`config.mk`:
```
export PLATFORM = sky130hd
export DESIGN_NAME = lsh_front
export DESIGN_NICKNAME = d
export VERILOG_FILES = /design/src/sv/lsh_pkg.sv /design/src/sv/lsh_front.sv
export SDC_FILE = /design/constraint.sdc
export NUM_CORES = 1
export LEC_CHECK = 0
export ABC_CLOCK_PERIOD_IN_PS = 15800
export BUFFER_PORTS_ARGS = -buffer_cell sky130_fd_sc_hd__buf_2
export CORE_MARGIN = 8
export CORE_UTILIZATION = 40
export DETAILED_ROUTE_END_ITERATION = 10
export MAX_ROUTING_LAYER = met4
export PLACE_DENSITY = 0.62
export SYNTH_ARGS = -nofsm -noshare
export SYNTH_HDL_FRONTEND = slang
export SYNTH_SLANG_ARGS = --single-unit
```
`constraint.sdc`:
```
create_clock -name clk -period 15.8 [get_ports clk]
set_clock_uncertainty 0.1 [all_clocks]
set_input_delay 0.79 -clock clk [delete_from_list [all_inputs] [get_ports clk]]
set_output_delay 0.79 -clock clk [all_outputs]
set_load 0.01 [all_outputs]
```
`src/sv/lsh_pkg.sv`:
```
// lsh_pkg: shared types, codes and helpers of the latency statistics histogram
// used by the front stage, the item queue, the back engine and the top level
package lsh_pkg;

    localparam int ID_W        = 4;
    localparam int WORD_W      = 64;
    localparam int SEL_W       = 7;
    localparam int BKT_W       = 6;
    localparam int NUM_BUCKETS = 64;
    localparam int QUEUE_DEPTH = 2;
    localparam int QPTR_W      = 1;

    localparam logic [1:0] CMD_RECORD = 2'd0;
    localparam logic [1:0] CMD_READ   = 2'd1;
    localparam logic [1:0] CMD_CLEAR  = 2'd2;

    localparam logic [SEL_W-1:0] SEL_COUNT    = 7'd0;
    localparam logic [SEL_W-1:0] SEL_SUM      = 7'd1;
    localparam logic [SEL_W-1:0] SEL_MIN      = 7'd2;
    localparam logic [SEL_W-1:0] SEL_MAX      = 7'd3;
    localparam logic [SEL_W-1:0] SEL_BKT_BASE = 7'd4;
    localparam logic [SEL_W-1:0] SEL_LAST     = 7'd67;

    localparam logic [BKT_W-1:0] BKT_LAST = 6'd63;

    typedef enum logic [1:0] {
        OP_NONE,
        OP_RECORD,
        OP_READ,
        OP_CLEAR
    } op_t;

    typedef enum logic [1:0] {
        ST_INIT,
        ST_IDLE,
        ST_EXEC,
        ST_CLR
    } bk_state_t;

    typedef struct packed {
        op_t               op;
        logic              upd;
        logic [ID_W-1:0]   id;
        logic [WORD_W-1:0] iv;
        logic [BKT_W-1:0]  bidx;
        logic              zero;
        logic [SEL_W-1:0]  sel;
    } q_entry_t;

    typedef struct packed {
        logic [WORD_W-1:0] cnt;
        logic [WORD_W-1:0] sum;
        logic [WORD_W-1:0] vmin;
        logic [WORD_W-1:0] vmax;
    } stat_t;

    typedef struct packed {
        logic full;
        logic empty;
    } q_status_t;

    typedef struct packed {
        logic init_busy;
    } bk_status_t;

    localparam stat_t STAT_CLEAR = '{cnt: '0, sum: '0, vmin: '1, vmax: '0};

    function automatic logic [BKT_W-1:0] top_bit(input logic [WORD_W-1:0] v);
        logic [BKT_W-1:0] n;
        n = '0;
        for (int i = 0; i < WORD_W; i++)
        begin
            if (v[i])
            begin
                n = BKT_W'(i);
            end
        end
        return n;
    endfunction

endpackage

```
`src/sv/lsh_front.sv`:
```
// lsh_front: input stage, accepts a command, computes the interval and its
// bucket and classifies the item for the back engine; depends on lsh_pkg
module lsh_front
    import lsh_pkg::*;
#(
    parameter int NUM_COUNTERS = 16
)
(
    input  logic              clk,
    input  logic              rst_n,
    input  logic              start,
    input  logic [1:0]        cmd,
    input  logic [ID_W-1:0]   counter_id,
    input  logic [WORD_W-1:0] start_time,
    input  logic [WORD_W-1:0] end_time,
    input  logic [SEL_W-1:0]  word_select,
    input  q_status_t         q_stat,
    input  bk_status_t        bk_stat,
    output logic              busy,
    output logic              push,
    output q_entry_t          push_entry
);

    logic              s_valid_reg;
    logic [1:0]        s_cmd_reg;
    logic [ID_W-1:0]   s_id_reg;
    logic [WORD_W-1:0] s_start_reg;
    logic [WORD_W-1:0] s_end_reg;
    logic [SEL_W-1:0]  s_sel_reg;
    logic              accept;
    logic              id_ok;
    logic [WORD_W-1:0] iv;

    assign busy   = s_valid_reg | q_stat.full | bk_stat.init_busy;
    assign accept = start & ~busy;
    assign push   = s_valid_reg;

    always_ff @(posedge clk or negedge rst_n)
    begin
        if (!rst_n)
        begin
            s_valid_reg <= 1'b0;
        end
        else
        begin
            s_valid_reg <= accept;
        end
    end

    always_ff @(posedge clk)
    begin
        if (accept)
        begin
            s_cmd_reg   <= cmd;
            s_id_reg    <= counter_id;
            s_start_reg <= start_time;
            s_end_reg   <= end_time;
            s_sel_reg   <= word_select;
        end
    end

    assign iv    = s_end_reg - s_start_reg;
    assign id_ok = 32'(s_id_reg) < NUM_COUNTERS;

    always_comb
    begin
        push_entry.upd  = id_ok;
        push_entry.id   = s_id_reg;
        push_entry.iv   = iv;
        push_entry.bidx = top_bit(iv);
        push_entry.zero = (iv == '0);
        push_entry.sel  = s_sel_reg;
        unique case (s_cmd_reg)
            CMD_RECORD: push_entry.op = OP_RECORD;
            CMD_READ:   push_entry.op = (id_ok && s_sel_reg <= SEL_LAST) ? OP_READ : OP_NONE;
            CMD_CLEAR:  push_entry.op = id_ok ? OP_CLEAR : OP_NONE;
            default:    push_entry.op = OP_NONE;
        endcase
    end

endmodule

```
# After elaboration in Yosys (flattened, before gate mapping)
# Index checks and enable logic that the tools add are counted.
word_totals:
  regBits: 142
  inputBits: 147
  out_inout_bits: 87
  word_cells: 81
classes:
  add_sub_neg: 1
  magnitude_cmp: 1
  eq_ne: 2
  n_mux: 65
  n_bitwise: 4
  reduce_logical: 2
op_table:
  columns: ["op", "n"]
  rows:
  - ["$mux 6", 59]
  - ["$logic_not 64->1", 1]
  - ["$sub 64x64->64", 1]
  - ["$le 7x7->1 const B", 1]
  - ["$mux 2", 3]
  - ["$pmux 2 s3", 1]
  - ["$mux 3", 1]
  - ["$eq 2x1->1 const B", 1]
  - ["$eq 2x2->1 const B", 1]
  - ["$logic_not 2->1", 1]
  - ["$or 1x1->1", 2]
  - ["$and 1x1->1", 1]
  - ["$mux 1", 1]
  - ["$not 1->1", 1]

# Depth between registers and ports, before layout
logic_depth:
  word_depth: 64
  depth_mapped: 18

# Least setup slack after synthesis
# OpenSTA, ideal clock, no wires.
synth_timing:
  path_type: "input to register"
  from: "input q_stat[1] in the netlist's numbering"
  to: "register s_valid_reg (netlist: push)"
  setup_ps: 744
  arrival_ps: 7132
  t_required_ps: 14956
  path_slack_ps: 7824
  cell_stages: 2
  path_buffers: 0
  cell_sequence: "or3_1 -> nor2_1"
synth_between:
  elab_chain_len: 4
synth_lines:
  columns: ["element", "line", "rtl"]
  rows:
  - ["start, declared", "lsh_front.sv:17", "input q_status_t q_stat,"]
  - ["$or 1x1->1 (2 in a row)", "lsh_front.sv:34", "assign busy = s_valid_reg | q_stat.full | bk_stat.init_busy;"]
  - ["$not 1->1", "lsh_front.sv:35", "assign accept = start & ~busy;"]
  - ["$and 1x1->1", "lsh_front.sv:35", null]
  - ["via accept", "lsh_front.sv:30", "logic accept;"]
  - ["end signal, assigned", "lsh_front.sv:46", "s_valid_reg <= accept;"]
  - ["end, declared", "lsh_front.sv:24", "logic s_valid_reg;"]
# The timed path passes the listed nets, and every way through them passes these cells.
# A chain may end at the register's enable or synchronous reset.

==> results.rst <==
.. list-table::
   :header-rows: 1

   * - Metric
     - Value
   * - Number of nets in the final layout
     - roughly 1,400
   * - Worst hold path class
     - in2reg
   * - Area after detailed placement
     - 0.0112 sq mm
   * - GRT Overall Usage
     - 18.0%
   * - Final WS setup
     - between 9 and 10 ns
   * - Final wirelength
     - approximately 26,000 um
   * - Final count of pins violating max slew
     - 0
   * - Total I/O pin count
     - ~230
   * - Placer congestion estimate
     - 0.874
   * - Adder-cell area share of the yosys netlist
     - 8.49%
   * - Post-DR wirelength/cell
     - 16.9 um
   * - Number of post-CTS setup repair buffers
     - 0
   * - Number of synthesized flops with an enable pin
     - 141
   * - TritonCTS clock tree
     - done
   * - Worst hold endpoint
     - s_start_reg[42]$_DFFE_PP_
   * - Crit. End Element
     - output port
   * - Classification of the worst setup path
     - reg2out
   * - Post-CTS Resized
     - 0
   * - Largest family of logic cells by synthesized area
     - compound AO/OA/AOI/OAI gates
   * - Num Clock Sinks
     - 142
   * - Initial core utilization
     - between 40% and 50%
   * - Total overflow reported by the global router
     - 0
   * - Peak VDD IR
     - about 0.000055 V
   * - FF-to-FF Start
     - push$_DFF_PN0_
   * - Fraction of layout cells with a size suffix above 1
     - 25.2%
   * - Post-synthesis simple-gate area fraction
     - 16.8%
   * - Netlist area before placement
     - about 0.0097 sq mm
   * - Complex-gate fraction of the synthesized area
     - 21.5%
   * - Final count of negative-setup-slack endpoints
     - 0
   * - Data required time of the worst path
     - around 15 ns
   * - Clock buffer count from CTS
     - 17
   * - Final core utilization
     - 48.9%
   * - Number of endpoints with negative hold slack in the final report
     - 0
   * - Clock latency at the later pin of the worst-skew pair
     - 0.43 ns
   * - CTS H-Tree Depth
     - 4
   * - Pin slew with the least headroom to its limit
     - 0.935 ns
   * - Via count of the first global-routing pass
     - 7,846
   * - Cell depth of the worst flop-to-flop path
     - 4
   * - Count of input and output buffers
     - between 200 and 250
   * - Max Cap Violations
     - 0
   * - Dominant cell type by area after synthesis
     - edfxtp_1
   * - Clock period minus worst slack
     - 6.18 ns
   * - Sequential element share of the synthesized area
     - 44.0%
   * - Number of placement rows
     - 57
   * - Achievable clock frequency
     - 0.162 GHz
   * - Signed area change from the synthesized netlist to the final layout
     - 21.5%
   * - RSZ-0062 raised after global routing
     - no
   * - Result of the run
     - complete, no violations
   * - Design area
     - 0.0118 sq mm
   * - Post-Route Hold Slack
     - 0.431 ns
   * - First-iteration detailed-routing DRC count
     - 484
   * - Worst min-delay path startpoint
     - start_time[42]
   * - Clock root cell
     - clkbuf_16
   * - Overall die area
     - between 0.02 and 0.03 sq mm
   * - Synth cell count leaders
     - 141 x edfxtp_1, 123 x inv_1, 81 x nor2_1
   * - Vias
     - 8,247
   * - Flip-flop and latch count after synthesis
     - about 140
   * - Data arrival time of the critical path
     - 5.29 ns
   * - DRC viols
     - 0
   * - Count of yosys warnings during synthesis
     - 0
   * - Main flop type after synthesis
     - edfxtp_1
   * - Share of the synthesized netlist area taken by xor and xnor gates
     - 2.99%
   * - First-pass GRT wire length
     - 40,400 um
   * - Register-to-register setup slack
     - 12.83 ns
   * - Leakage Power
     - 5.03 nW
   * - Post-synthesis async set-or-reset flop share
     - less than 1%
   * - DIE HEIGHT
     - 171 um
   * - Type of origin of the critical path
     - flop
   * - Post-Place Worst Slack
     - 10.09 ns
   * - Worst hold stages
     - 1
   * - Area fraction of the dominant cell type after synthesis
     - 43.8%
   * - R2r endpoint
     - s_end_reg[25]$_DFFE_PP_
   * - Fin Setup TNS
     - 0 ns
   * - Power density over the cells
     - 86.4 mW/mm^2
   * - Routed Antenna Nets
     - 0
   * - Number of unique standard cell types used by synthesis
     - 95
   * - Most area-consuming cells after synthesis
     - edfxtp_1 44%, ha_1 8.3%, inv_1 4.8%
   * - Number of antenna violations at the first check in global routing
     - 0
   * - Final critical-path share of the clock period
     - 39.1%
   * - Total nets after synthesis
     - 1,195
   * - Floorplan core area
     - 0.0240 sq mm
   * - Clock transition time at the flip-flop clock pins of the worst setup and hold paths
     - approximately 0.060 ns
   * - Post-synthesis area per instance
     - 9.84 sq um
   * - Number of standard cells after synthesis
     - 983
   * - Top-count cell post-synth
     - edfxtp_1
   * - Initial DRT Pass Iterations
     - 5
   * - Via-per-instance ratio
     - 5.31
   * - Worst-case clock buffer depth
     - 2
   * - Pin count of the biggest net entering global routing
     - 75
   * - Sum of net half-perimeters after detailed placement
     - 20,700 um
   * - Hold-fix buffers at CTS
     - 1
   * - Worst-path maximum fanout
     - 9
   * - Horizontal extent of the die
     - 171 um
   * - Share of cell area taken by muxes after synthesis
     - 0.453%
   * - Diode count
     - 0
   * - Worst relative slew slack
     - 37.7%
-- worst max-delay path by stage --
stage          depth (start not counted)        endpoint  slack, ns                    from
2_1_floorplan                          2  push$_DFF_PN0_       7.82               q_stat[1]
3_3_place_gp                          19   push_entry[8]      10.13  s_end_reg[0]$_DFFE_PP_
3_5_place_dp                          19   push_entry[8]      10.09  s_end_reg[0]$_DFFE_PP_
4_1_cts                               19   push_entry[8]       9.60  s_end_reg[0]$_DFFE_PP_
5_1_grt                               19   push_entry[8]       9.20  s_end_reg[0]$_DFFE_PP_
6_report                              19   push_entry[8]       9.62  s_end_reg[0]$_DFFE_PP_
-- cell families after synthesis --
| family | count (synthesis) |
|---|---|
| other cells | 1 |
| compound gates | 285 |
| buf+inv | 144 |
| xor+xnor | 33 |
| mux | 4 |
| fa+ha+maj | 65 |
| simple gates | 309 |
| flops | 142 |
-- critical path: stages (launching register included) --
cell	delay [ns]
edfxtp_1	0.35
inv_1	0.08
ha_1	0.14
inv_1	0.05
fa_1	0.43
a211oi_2	0.35
o211ai_1	0.23
o2111ai_2	0.42
o21ai_4	0.16
a211oi_1	0.39
nor4b_1	0.10
nor3_1	0.40
inv_1	0.10
or4_1	0.53
a211oi_1	0.27
o311ai_1	0.15
a21oi_1	0.21
o21ai_0	0.12
a21oi_1	0.19
buf_2	0.17
-- metal layers --
metal  global-route usage (%)  up-vias  share of wire (%)
met3                     4.02       26                5.4
met5                        -        -                  0
met4                     5.94        0                2.1
li1                         -     4160                  -
met2                     27.6      215                 47
met1                     23.2     3846                 46
-- power breakdown --
part	leakage, nW	switching, mW	internal [mW]	total (mW)
clock network	0.267	0.172	0.224	0.396
registers	1.31	0.00287	0.427	0.430
logic	3.46	0.116	0.0738	0.190
total	5.03	0.290	0.725	1.02
-- final cells by class --
| cell class | instances | area (sq um) |
|---|---|---|
| clock buffer | 19 | 443 |
| clock inverter | 13 | 130 |
| fill | 2305 | 12300 |
| inverter | 124 | 465 |
| multi-input combinational | 697 | 4870 |
| sequential | 142 | 4260 |
| tap | 324 | 405 |
| timing repair buffer | 234 | 1180 |
-- through the flow --
step	power [mW]	instances
final	1.02	1553
after global routing	1.06	1553
after CTS	1.03	1553
after detailed placement	0.627	1520
after global placement	0.625	1520
after floorplan	0.559	983
-- cells in the final DEF, fill, tap and decap left out, drive strengths merged, types with 10 or more instances in the layout --
cell,count
nor4,12
edfxtp,141
nand2,52
nor3,38
o21a,10
inv,130
ha,64
a21o,35
nor2b,11
o21ai,39
buf,233
clkbuf,19
a21oi,69
a211oi,17
xor2,13
nand3,34
xnor2,20
and3,11
nor2,83
o211ai,15
No activity file was read; power rests on OpenSTA's default activity.
