`config.mk`:
```
export PLATFORM = sky130hd
export DESIGN_NAME = lsh_queue
export DESIGN_NICKNAME = d
export VERILOG_FILES = /design/src/sv/lsh_pkg.sv /design/src/sv/lsh_queue.sv
export SDC_FILE = /design/constraint.sdc
export NUM_CORES = 1
export LEC_CHECK = 0
export BUFFER_PORTS_ARGS = -buffer_cell sky130_fd_sc_hd__buf_2
export CORE_ASPECT_RATIO = 1.1
export CORE_MARGIN = 4
export CORE_UTILIZATION = 52
export CTS_CLUSTER_SIZE = 12
export DETAILED_ROUTE_END_ITERATION = 16
export PLACE_DENSITY_LB_ADDON = 0.2
export SYNTH_ARGS = -nofsm -noshare
export SYNTH_HDL_FRONTEND = slang
export SYNTH_SLANG_ARGS = --single-unit
```
`constraint.sdc`:
```
create_clock -name clk -period 6.54 [get_ports clk]
set_clock_uncertainty 0.15 [all_clocks]
set_input_delay 0.327 -clock clk [delete_from_list [all_inputs] [get_ports clk]]
set_output_delay 0.327 -clock clk [all_outputs]
set_load 0.005 [all_outputs]
```
`src/sv/lsh_pkg.sv`:
```
// lsh_pkg: shared types, codes and helpers of the latency statistics histogram
// used by the front stage, the item queue, the back engine and the top level
package lsh_pkg;

    localparam int ID_W        = 4;
    localparam int WORD_W      = 64;
    localparam int SEL_W       = 7;
    localparam int BKT_W       = 6;
    localparam int NUM_BUCKETS = 64;
    localparam int QUEUE_DEPTH = 2;
    localparam int QPTR_W      = 1;

    localparam logic [1:0] CMD_RECORD = 2'd0;
    localparam logic [1:0] CMD_READ   = 2'd1;
    localparam logic [1:0] CMD_CLEAR  = 2'd2;

    localparam logic [SEL_W-1:0] SEL_COUNT    = 7'd0;
    localparam logic [SEL_W-1:0] SEL_SUM      = 7'd1;
    localparam logic [SEL_W-1:0] SEL_MIN      = 7'd2;
    localparam logic [SEL_W-1:0] SEL_MAX      = 7'd3;
    localparam logic [SEL_W-1:0] SEL_BKT_BASE = 7'd4;
    localparam logic [SEL_W-1:0] SEL_LAST     = 7'd67;

    localparam logic [BKT_W-1:0] BKT_LAST = 6'd63;

    typedef enum logic [1:0] {
        OP_NONE,
        OP_RECORD,
        OP_READ,
        OP_CLEAR
    } op_t;

    typedef enum logic [1:0] {
        ST_INIT,
        ST_IDLE,
        ST_EXEC,
        ST_CLR
    } bk_state_t;

    typedef struct packed {
        op_t               op;
        logic              upd;
        logic [ID_W-1:0]   id;
        logic [WORD_W-1:0] iv;
        logic [BKT_W-1:0]  bidx;
        logic              zero;
        logic [SEL_W-1:0]  sel;
    } q_entry_t;

    typedef struct packed {
        logic [WORD_W-1:0] cnt;
        logic [WORD_W-1:0] sum;
        logic [WORD_W-1:0] vmin;
        logic [WORD_W-1:0] vmax;
    } stat_t;

    typedef struct packed {
        logic full;
        logic empty;
    } q_status_t;

    typedef struct packed {
        logic init_busy;
    } bk_status_t;

    localparam stat_t STAT_CLEAR = '{cnt: '0, sum: '0, vmin: '1, vmax: '0};

    function automatic logic [BKT_W-1:0] top_bit(input logic [WORD_W-1:0] v);
        logic [BKT_W-1:0] n;
        n = '0;
        for (int i = 0; i < WORD_W; i++)
        begin
            if (v[i])
            begin
                n = BKT_W'(i);
            end
        end
        return n;
    endfunction

endpackage

```
`src/sv/lsh_queue.sv`:
```
// lsh_queue: two-entry item queue between the front stage and the back engine
// depends on lsh_pkg for the entry and status types
module lsh_queue
    import lsh_pkg::*;
(
    input  logic      clk,
    input  logic      rst_n,
    input  logic      push,
    input  q_entry_t  push_entry,
    input  logic      pop,
    output q_entry_t  head,
    output q_status_t q_stat
);

    q_entry_t          slot_reg [QUEUE_DEPTH];
    logic [QPTR_W-1:0] wr_ptr_reg;
    logic [QPTR_W-1:0] rd_ptr_reg;
    logic [QPTR_W:0]   count_reg;

    assign head         = slot_reg[rd_ptr_reg];
    assign q_stat.empty = (count_reg == '0);
    assign q_stat.full  = (count_reg == (QPTR_W+1)'(QUEUE_DEPTH));

    always_ff @(posedge clk or negedge rst_n)
    begin
        if (!rst_n)
        begin
            wr_ptr_reg <= '0;
            rd_ptr_reg <= '0;
            count_reg  <= '0;
        end
        else
        begin
            if (push)
            begin
                wr_ptr_reg <= wr_ptr_reg + 1'b1;
            end
            if (pop)
            begin
                rd_ptr_reg <= rd_ptr_reg + 1'b1;
            end
            if (push && !pop)
            begin
                count_reg <= count_reg + 1'b1;
            end
            else if (pop && !push)
            begin
                count_reg <= count_reg - 1'b1;
            end
        end
    end

    always_ff @(posedge clk)
    begin
        if (push)
        begin
            slot_reg[wr_ptr_reg] <= push_entry;
        end
    end

endmodule

```
# After elaboration in Yosys (flattened, before gate mapping)
# Memories as Yosys holds them, arrays and structs flattened.
# Index checks and enable logic that the tools add are counted.
op_classes:
  n_eq_ne: 1
  n_addsub: 4
  reduce_logical: 6
  n_mux: 4
ops:
  columns: ["operator", "n"]
  rows:
  - ["$mux W2", 2]
  - ["$add A1 B1 Y1 const B", 2]
  - ["$add A2 B1 Y2 const B", 1]
  - ["$eq A2 B2 Y1 const B", 1]
  - ["$logic_and A1 B1 Y1", 2]
  - ["$logic_not A1 Y1", 2]
  - ["$logic_not A2 Y1", 1]
  - ["$mux W1", 2]
  - ["$reduce_bool A2 Y1", 1]
  - ["$sub A2 B1 Y2 const B", 1]
word_totals:
  regBits: 4
  mem_bits_rw: 170
  output_inout_bits: 87
  wordCells: 19
  input_bits: 89
  n_memories: 1
mem_list:
  columns: ["name", "words", "word_bits", "rd", "rd_ports_with_merged_regs", "write_ports", "line_no", "text"]
  rows:
  - ["slot_reg", 2, 85, 1, 0, 1, "lsh_queue.sv:15", "q_entry_t slot_reg [QUEUE_DEPTH];"]

# Depth between registers and ports, before layout
# Gate-level depths: netlist of run 1.
logic_depth:
  depth_word: 4
  mapped_depth: 5
  depth_no_buf: 5

# Worst setup path after synthesis of run 1
# No wires, ideal clock.
synth_timing:
  path_type: "register to register"
  startpoint: "reg wr_ptr_reg"
  endpoint: "mem slot_reg[0][0] in the netlist's numbering (enable)"
  path_slack_ns: 1.681
  path_stages_with_launch: 2
  setup_time_ns: 0.539
  period_less_slack_ns: 4.859
  t_arrival_ns: 4.170
  cell_sequence: "dfrtp_1 -> nor2b_1"
synth_rtl:
  columns: ["element", "line_no", "text"]
  rows:
  - ["start: declaration", "lsh_queue.sv:16", "logic [QPTR_W-1:0] wr_ptr_reg;"]
  - ["start signal: assignment", "lsh_queue.sv:36", "wr_ptr_reg <= wr_ptr_reg + 1'b1;"]
  - ["end: declaration", "lsh_queue.sv:15", null]
# Straight into the memory's write port.

==> summary.md, run 1 <==
| Metric | Value |
|---|---|
| Largest net degree at the start of global routing | 62 |
| Maximum vdd drop | 0.239 mV |
| Final net count | 646 |
| Mapped Avg Cell Area | 23.2 sq um |
| Leak pwr | 0.00352 uW |
| Post-route antenna net violation count | 0 |
| First-pass GRT wire length | 19100 microns |
| Clock power share | 25.9% |
| Yosys warnings | 0 |
| CTS Buffer Depth | 2 |
| Htree depth | 4 |
| Final Hold Viols | 0 |
| DRT Pass-1 Iters | 4 |
| Hold/Removal Path Class | input port to async pin |
| Vias after detailed routing | 3522 |
| Die height | 125 microns |
| Post-synthesis sequential area ratio | 79.8% |
| Yosys cell types | 15 |
| Worst-Skew Late Latency | 410 ps |
| Register share of total power | 46.6% |
| Die area | 0.0144 sq mm |
| Worst Tran Pin Value | 914 ps |
| Antenna violations before repair | 0 |
| Final Max Slew Viols | 0 |
| Period utilization | 46.5% |
| Layout cells sized above 1 | 50.4% |
| Post-layout min period | 3040 ps |
| WS Path Type | flip-flop to output pin |
| Post-cts gate resize count | 0 |
| Die Wd | 115 microns |
| IO buf count | 175 |
| Fmax | 329 MHz |
| Fin util | 73.3% |
| Synth Cell Area | 0.00653 sq mm |
| Drt first-iter violations | 152 |
| GPL Wtd Cong | 0.705 |
| CTS tree | yes |
| DRC Markers | 0 |
| Status | finished, final reports clean |
| Startpoint Class | flip-flop |
| Vias in the first global route | 3843 |
| Register-to-register setup slack | 4110 ps |
| # fillers | 723 |
| Synthesized Nets | 371 |
| Headroom to the max-slew limit | 39.1% |
| Setup TNS | 0 ps |
| Critical Path Sink Type | output pin |
| Clock slew at reported path FFs | 60 ps |
| Cts bufs inserted | 17 |
| Ports | 176 |
| Dpl hpwl | 7240 microns |
| Row count | 42 |
| Crit path required time | 6060 ps |
| CP Max Fanout | 61 |
| Worst path arrival time | 2560 ps |
| RSZ-0062 raised after global routing | false |
| PD cells | 381 mW/mm^2 |
| Yosys reg bits | 174 |
| DRT Wirelength | 12200 microns |
| Synth Instances | 281 |
| Max_cap viols | 0 |
| # setup viols final | 0 |
| Total setup buffers inserted after CTS | 0 |
| Initial Util | 53.8% |
| Sw Ratio | 25.7% |
| WL/cell | 16.9 microns |
| Core footprint | 0.0121 sq mm |
| GRT Total Usage | 17.5% |
| Sink Count | 174 |
| Vias per std cell | 4.87 |
| Comb pwr share | 27.5% |
| Sw power | 873 uW |
| Root Buffer | clkbuf_16 |
| Layout area overhead | 36.4% |
| Diode count | 0 |
| Internal power | 2520 uW |
| Cts hold-fix bufs | 88 |
| Grt total ovfl | 0 |
| Max reg flops | 170 |
[cell families after synthesis]
kind of cell,Yosys count,share of synthesized area [%]
DFF,174,79.8
muxes,85,17.0
adders and majority gates,1,0.192
buffers and inverters,11,1.99
and+or+nand+nor,5,0.403
xor gates and xnor gates,5,0.671
[power groups by stage]
stage               Sequential (uW)  Clock [uW]  Combinational (uW)
floorplan                      1560           0                 657
global placement               1590           0                 903
detailed placement             1600           0                 906
CTS                            1580         898                 951
global route                   1600         956                1010
finish                         1580         879                 931
[synth_stat cells]
cell type	count	share of area, %
buf_6	1	0.17
inv_1	1	0.057
xor2_1	4	0.54
xnor2_1	1	0.13
nor2b_1	2	0.19
dfrtp_1	4	1.5
and2_1	1	0.096
ha_1	1	0.19
mux2_2	45	7.8
edfxtp_1	170	78
buf_8	1	0.23
mux2_4	40	9.2
buf_12	4	1.2
buf_2	4	0.31
nor2_1	2	0.12
[placed cells by master (no fill, tap or decap), types with 2 or more instances in the layout]
master and n:
mux2_2 45, clkbuf_1 3, edfxtp_1 170, xor2_1 4, clkbuf_16 17, buf_2 175
clkinv_2 2, nor2_1 2, clkinv_1 8, buf_4 3, dlygate4sd3_1 88, mux2_4 40
dfrtp_1 3
[stage by stage]
stage,power [uW],worst slack [ps],instance area (sq um),hold WS [ps],cells
2_1_floorplan,2220,1680,6530,-119,281
3_3_place_gp,2500,3910,7500,-5.11,603
3_5_place_dp,2510,3920,7500,-3.09,603
4_1_cts,3430,3460,8900,92.2,723
5_1_grt,3570,3370,8900,117,723
6_report,3390,3500,8900,133,723
[final cells by class]
type | instances | area (sq um) | share of cell area [%]
well taps | 154 | 193 | 2.17
clock inverters | 12 | 77.6 | 0.872
inverters | 1 | 3.75 | 0.0422
clock buffers | 20 | 437 | 4.91
multi-input cells | 96 | 1200 | 13.5
flip-flops and latches | 174 | 5210 | 58.5
repair buffers | 266 | 1780 | 20.0
[path summary, 6_finish.rpt]
| check | from | endpoint | cells past startpoint |
|---|---|---|---|
| setup / recovery | rd_ptr_reg | head[61] | 3 |
| hold / removal | rst_n | count_reg[0] | 2 |
| setup reg to reg | wr_ptr_reg | slot_reg[0][47] | 2 |
| hold reg to reg | count_reg[1] | count_reg[1] | 1 |
| max in group asynchronous | rst_n | rd_ptr_reg | 2 |
| min in group clk | count_reg[1] | count_reg[1] | 1 |
[critical path, stage by stage, from the launching register on]
cell and delay, ps:
dfrtp_4 730, buf_4 770, mux2_2 430, buf_2 140
[metal layers]
metal	part of all wire (%)	GRT usage, %	wire length (microns)
met5	0	0	0
met4	1.3	6.70	161
met3	7.7	5.85	941
met2	50	28.6	6100
met1	41	21.7	4990
Power figures use the tool's default switching activity.
==> run 2: changes to the inputs <==
==> constraint.sdc (replaced) <==
create_clock -name clk -period 2.9 [get_ports clk]
set_clock_uncertainty 0.15 [all_clocks]
set_input_delay 0.145 -clock clk [delete_from_list [all_inputs] [get_ports clk]]
set_output_delay 0.145 -clock clk [all_outputs]
set_load 0.005 [all_outputs]
==> run 2 against run 1 <==
  * Clock power increased by 140%
  * Cell count is 0.55% higher
  * Largest cell class unchanged
  * Largest power group unchanged
  * Highest routed layer unchanged
  * Global-route usage rose by 0.092 points
  * Core utilization increased by 0.86 points
  * Sequential power up 130%
  * First-iteration DRC count fell by 9.9%
==> summary.md, run 2 (same netlist as run 1, synthesis figures left out) <==
| Metric | Value |
|---|---|
| Status | finished, final reports clean |
| Top cell family by delay on the critical path | flip-flops |
| Setup TNS | 0 ps (unchanged) |
| Leading cell types in the layout, fill and taps excluded | buf_2 (175), edfxtp_1 (170), dlygate4sd3_1 (89) |
| First-pass GRT wire length | 19300 microns (+0.69%) |
| Diode count | 0 (unchanged) |
| WS Path Type | flip-flop to output pin |
| Final Hold Viols | 0 (unchanged) |
| Multi-input gate area | 0.00120 sq mm (unchanged) |
| DRT Wirelength | 12400 microns (+1.8%) |
| Final net count | 650 (+0.62%) |
| Row count | 42 (unchanged) |
| Crit path max-delay cell type | dfrtp_4 |
| Period utilization | 78.5% |
| Worst path arrival time | 1980 ps (-580 ps) |
| Sw power | 2060 uW (+140%) |
| Leak pwr | 0.00357 uW (+1.6%) |
| Vias in the first global route | 3861 (+0.47%) |
| Largest net degree at the start of global routing | 53 (-15%) |
| Vias per std cell | 4.87 (-0.13%) |
| CP Max Fanout | 32 (-48%) |
| GPL Wtd Cong | 0.733 (+3.9%) |
| Max_cap viols | 0 (unchanged) |
| Post-route antenna net violation count | 0 (unchanged) |
| Ports | 176 (unchanged) |
| Max reg flops | 170 (unchanged) |
| Hold/Removal Path Class | input port to flip-flop |
| Comb pwr share | 27.7% (+0.2 points) |
| Internal power | 5750 uW (+130%) |
| Antenna violations before repair | 0 (unchanged) |
| Dpl hpwl | 7490 microns (+3.6%) |
| Critical Path Sink Type | output pin |
| Sink Count | 174 (unchanged) |
| # setup viols final | 0 (unchanged) |
| Crit path required time | 2610 ps (-3450 ps) |
| CP Buf/Inv Count | 2 (unchanged) |
| Drt first-iter violations | 137 (-9.9%) |
| IO buf count | 175 (unchanged) |
| Startpoint Class | flip-flop |
| Final Max Slew Viols | 0 (unchanged) |
| WL/cell | 17.1 microns (+1.2%) |
| Total setup buffers inserted after CTS | 0 (unchanged) |
| PD cells | 868 mW/mm^2 (+130%) |
| Clock slew at reported path FFs | 60 ps (about the same) |
| Die area | 0.0144 sq mm (unchanged) |
| Die Wd | 115 microns (unchanged) |
| CP peak stage delay | 760 ps (about the same) |
| RSZ-0062 raised after global routing | false |
| Initial Util | 53.8% (unchanged) |
| Worst Tran Pin Value | 699 ps (-215 ps) |
| Layout area overhead | 38.0% |
| Fin util | 74.2% (+0.86 points) |
| Maximum vdd drop | 0.464 mV (+94%) |
| DRC Markers | 0 (unchanged) |
| Vias after detailed routing | 3537 (+0.43%) |
| Worst-Skew Late Latency | 410 ps (about the same) |
| Register share of total power | 45.7% (-0.9 points) |
| DRT Pass-1 Iters | 4 (unchanged) |
| Root Buffer | clkbuf_16 |
| Headroom to the max-slew limit | 53.4% (+14 points) |
| Grt total ovfl | 0 (unchanged) |
| Reg area | 0.00521 sq mm (unchanged) |
| Cts bufs inserted | 17 (unchanged) |
| Commonest non-fill, non-tap cell in the layout | buf_2 |
| GRT Total Usage | 17.6% (+0.092 points) |
| Layout cells sized above 1 | 52.2% (+1.7 points) |
| CTS tree | yes |
| Post-layout min period | 2280 ps |
| CTS Buffer Depth | 2 (unchanged) |
| Die height | 125 microns (unchanged) |
| Htree depth | 4 (unchanged) |
| # fillers | 723 (unchanged) |
| CP cell instances | buf_12, mux2_2, buf_2 |
| Clock power share | 26.6% (+0.7 points) |
| Fmax | 439 MHz |
| Sw Ratio | 26.4% (+0.64 points) |
| Core footprint | 0.0121 sq mm (unchanged) |
[run 2: cell types whose count changed in the layout (fill, tap and decap cells not counted), sizes merged]
| cell | change |
|---|---|
| buf | +3 |
| clkbuf | -3 |
| clkinv | +1 |
| dlygate4sd3 | +1 |
| inv | +2 |
[run 2: routing by layer]
layer / routed length [microns] / track usage [%] / vias to the layer above
met5: 0 / 0 / -
met4: 173 / 5.94 / 0
met3: 865 / 5.61 / 14
met2: 6350 / 29.7 / 128
met1: 5030 / 21.4 / 1725
li1: - / - / 1670
[run 2: timing repair]
item                                   in CTS  in global routing
hold buffers                               89                  0
endpoints found under the hold margin     177                  0
gates resized for setup                     0                  0
[run 2: final timing paths]
path | start | end | slack [ps] | cells past startpoint
worst max-delay path | rd_ptr_reg | head[56] | 620 | 3
worst min-delay path | push_entry[12] | slot_reg[0][12] | 300 | 2
worst max register to register | wr_ptr_reg | slot_reg[1][59] | 1100 | 2
worst min register to register | count_reg[1] | count_reg[1] | 350 | 1
max in group asynchronous | rst_n | rd_ptr_reg | 1900 | 3
min in group asynchronous | rst_n | rd_ptr_reg | 510 | 3
[run 2: power groups by stage]
stage               clock network (uW)  logic [uW]  registers, uW
detailed placement                   0        2090           3630
global placement                     0        2080           3610
finish                            2080        2160           3570
global route                      2270        2350           3610
floorplan                            0        1490           3490
CTS                               2130        2190           3580
[run 2: through the flow]
step                hold WS (ps)  worst slack (ps)  power, uW  cell area, sq um  std cells
floorplan                   -301               642       4980              6530        281
global placement            -190              1060       5690              7560        606
detailed placement          -188              1040       5720              7560        606
CTS                          277               584       7900              9000        727
global route                 280               528       8230              9000        727
finish                       304               622       7820              9000        727
[run 2: cell type report]
class	count	share of cell area [%]
sequential	174	57.9
timing repair buffer	270	20.5
multi-input combinational	96	13.3
clock buffer	17	4.73
tap	154	2.14
clock inverter	15	1.36
inverter	1	0.0417
==> run 3: changes to the inputs <==
--- a/config.mk
+++ b/config.mk
@@ -8,7 +8,7 @@
 export BUFFER_PORTS_ARGS = -buffer_cell sky130_fd_sc_hd__buf_2
 export CORE_ASPECT_RATIO = 1.1
 export CORE_MARGIN = 4
-export CORE_UTILIZATION = 52
+export CORE_UTILIZATION = 47
 export CTS_CLUSTER_SIZE = 12
 export DETAILED_ROUTE_END_ITERATION = 16
 export PLACE_DENSITY_LB_ADDON = 0.2
==> constraint.sdc (replaced) <==
create_clock -name clk -period 2.03 [get_ports clk]
set_clock_uncertainty 0.15 [all_clocks]
set_input_delay 0.1015 -clock clk [delete_from_list [all_inputs] [get_ports clk]]
set_output_delay 0.1015 -clock clk [all_outputs]
set_load 0.005 [all_outputs]
==> run 3 against run 2 <==
  * Combinational power grew 54%
  * Setup slack got worse by 540 ps
  * Flip-flop and latch count did not move
  * Final area up 1.4%
  * Sequential power grew 39%
  * Worst hold slack got worse by 51 ps
  * Die area rose by 9.9%
  * Total power grew 46%
  * Register-to-register slack lost 450 ps
  * Sequential share of layout area shrank 0.80 points
  * Non-clock buffer count up 1
==> summary.md, run 3 (same netlist as run 1, synthesis figures left out) <==
| Metric | Value |
|---|---|
| Root Buffer | clkbuf_16 |
| Layout area overhead | 39.9% |
| Die area | 0.0158 sq mm (+9.9%) |
| Die Wd | 120 microns (+4.8%) |
| Maximum vdd drop | 0.721 mV (+55%) |
| Worst-Skew Late Latency | 410 ps (about the same) |
| Vias per std cell | 4.69 (-3.7%) |
| Post-layout min period | 1950 ps |
| Cts hold-fix bufs | 89 (unchanged) |
| Htree depth | 4 (unchanged) |
| Post-cts gate resize count | 0 (unchanged) |
| Vias in the first global route | 4039 (+4.6%) |
| GRT Total Usage | 16.3% (-1.4 points) |
| Ports | 176 (unchanged) |
| Clock slew at reported path FFs | 60 ps (about the same) |
| Critical Path Sink | head[64] |
| WL/cell | 16.4 microns (-4.2%) |
| Hold/Removal Path Class | input port to flip-flop |
| # fillers | 870 (+20%) |
| Total setup buffers inserted after CTS | 0 (unchanged) |
| Post-route antenna net violation count | 0 (unchanged) |
| Leading cell types in the layout, fill and taps excluded | buf_2 (175), edfxtp_1 (170), dlygate4sd3_1 (89) |
| Max reg flops | 170 (unchanged) |
| CTS tree | yes |
| Hold path depth | 2 (unchanged) |
| Commonest non-fill, non-tap cell in the layout | buf_2 |
| CP Max Fanout | 35 (+9.4%) |
| DRT Pass-1 Iters | 4 (unchanged) |
| Fmax | 512 MHz |
| Antenna violations before repair | 0 (unchanged) |
| DRC Markers | 0 (unchanged) |
| Status | finished, final reports clean |
| CTS Buffer Depth | 2 (unchanged) |
| Initial Util | 48.8% (-5.0 points) |
| Dpl hpwl | 7510 microns (+0.19%) |
| DRT Wirelength | 12400 microns (-0.13%) |
| Final net count | 651 (+0.15%) |
| Critical Path Sink Type | output pin |
| Leak pwr | 0.00360 uW (+0.65%) |
| RSZ-0062 raised after global routing | false |
| Worst path arrival time | 1700 ps (-280 ps) |
| Register-to-register setup slack | 650 ps (-450 ps) |
| Critical path launch point | rd_ptr_reg |
| Drt first-iter violations | 180 (+31%) |
| Largest net degree at the start of global routing | 45 (-15%) |
| Path depth of the worst reg2reg path | 2 (unchanged) |
| Placed cell count | 637 (+5.1%) |
| R2R Path End | slot_reg[1][19] |
| Launching point of the worst reg2reg path | wr_ptr_reg |
| Crit path required time | 1780 ps (-830 ps) |
| Sink Count | 174 (unchanged) |
| Row count | 44 (+4.8%) |
| Cts bufs inserted | 17 (unchanged) |
| Headroom to the max-slew limit | 81.9% (+29 points) |
| Final Max Slew Viols | 0 (unchanged) |
| Diode count | 0 (unchanged) |
| Place WS | 504 ps (-533 ps) |
| IO buf count | 175 (unchanged) |
| Final Hold Viols | 0 (unchanged) |
| Hold_sp | push_entry[76] |
| Layout Cells excl Fill | 758 (+4.3%) |
| First-pass GRT wire length | 19800 microns (+2.6%) |
| Period utilization | 96.2% |
| Max_cap viols | 0 (unchanged) |
| Die height | 132 microns (+4.9%) |
| Vias after detailed routing | 3553 (+0.45%) |
| Layout cells sized above 1 | 51.4% (-0.79 points) |
| Grt total ovfl | 0 (unchanged) |
| Core footprint | 0.0134 sq mm (+10%) |
| Startpoint Class | flip-flop |
| Final Worst Setup Slack | 77.5 ps (-545 ps) |
| # setup viols final | 0 (unchanged) |
| WS Path Type | flip-flop to output pin |
| PD cells | 1250 mW/mm^2 (+44%) |
| GPL Wtd Cong | 0.709 (-3.3%) |
| Worst Tran Pin Value | 272 ps (-428 ps) |
run 3: cell count changes in the layout (fill, tap and decap cells not counted):
cell,before,now
clkinv_4,4,2
clkinv_2,5,1
clkbuf_1,0,1
buf_12,3,7
clkinv_1,2,6
buf_4,3,0
bufinv_16,1,3
clkinvlp_4,1,2
inv_6,2,0
run 3: per-layer routing:
| layer | track usage [%] | share of wire (%) | vias up |
|---|---|---|---|
| met5 | 0 | 0 | - |
| met4 | 7.12 | 1.5 | 0 |
| met3 | 5.67 | 7.4 | 15 |
| met2 | 27.7 | 52 | 131 |
| met1 | 18.5 | 39 | 1736 |
| li1 | - | - | 1671 |
run 3: how the worst min path moves through the flow:
stage	to	slack, ps
2_1_floorplan	count_reg[0]	-340
3_3_place_gp	count_reg[1]	-240
3_5_place_dp	count_reg[0]	-230
4_1_cts	slot_reg[1][7]	230
5_1_grt	slot_reg[0][15]	240
6_report	slot_reg[0][76]	250
run 3: area by class of cell:
class	instances	area, sq um	area share (%)
Timing Repair Buffer	271	1910	20.9
Tap cell	184	230	2.52
Clock buffer	18	429	4.70
Sequential cell	174	5210	57.1
Inverter	1	3.75	0.0411
Clock inverter	14	150	1.64
Multi-Input combinational cell	96	1200	13.1
run 3: stage by stage:
step / hold WS [ps] / instance area [sq um] / TNS [ps] / util [%] / power, uW
after floorplan: -344 / 6530 / -23650 / - / 7110
after global placement: -238 / 7660 / 0 / 57.2 / 8240
after detailed placement: -229 / 7660 / 0 / 57.2 / 8300
after CTS: 227 / 9130 / 0 / 68.2 / 11600
after global routing: 244 / 9130 / 0 / 68.2 / 12000
final: 253 / 9130 / 0 / 68.2 / 11400
run 3: worst max-delay path, cell delays in order (launching register included):
cell     delay, ps
dfrtp_4        490
buf_12         280
mux2_2         370
buf_2          130
run 3: power breakdown:
part / switching (uW) / total, uW / internal, uW / leakage [uW]
Clock: 1230 / 3140 / 1910 / 0.000275
Sequential: 210 / 4980 / 4770 / 0.00164
Combinational: 1470 / 3320 / 1850 / 0.00168
Total: 2900 / 11400 / 8530 / 0.00360
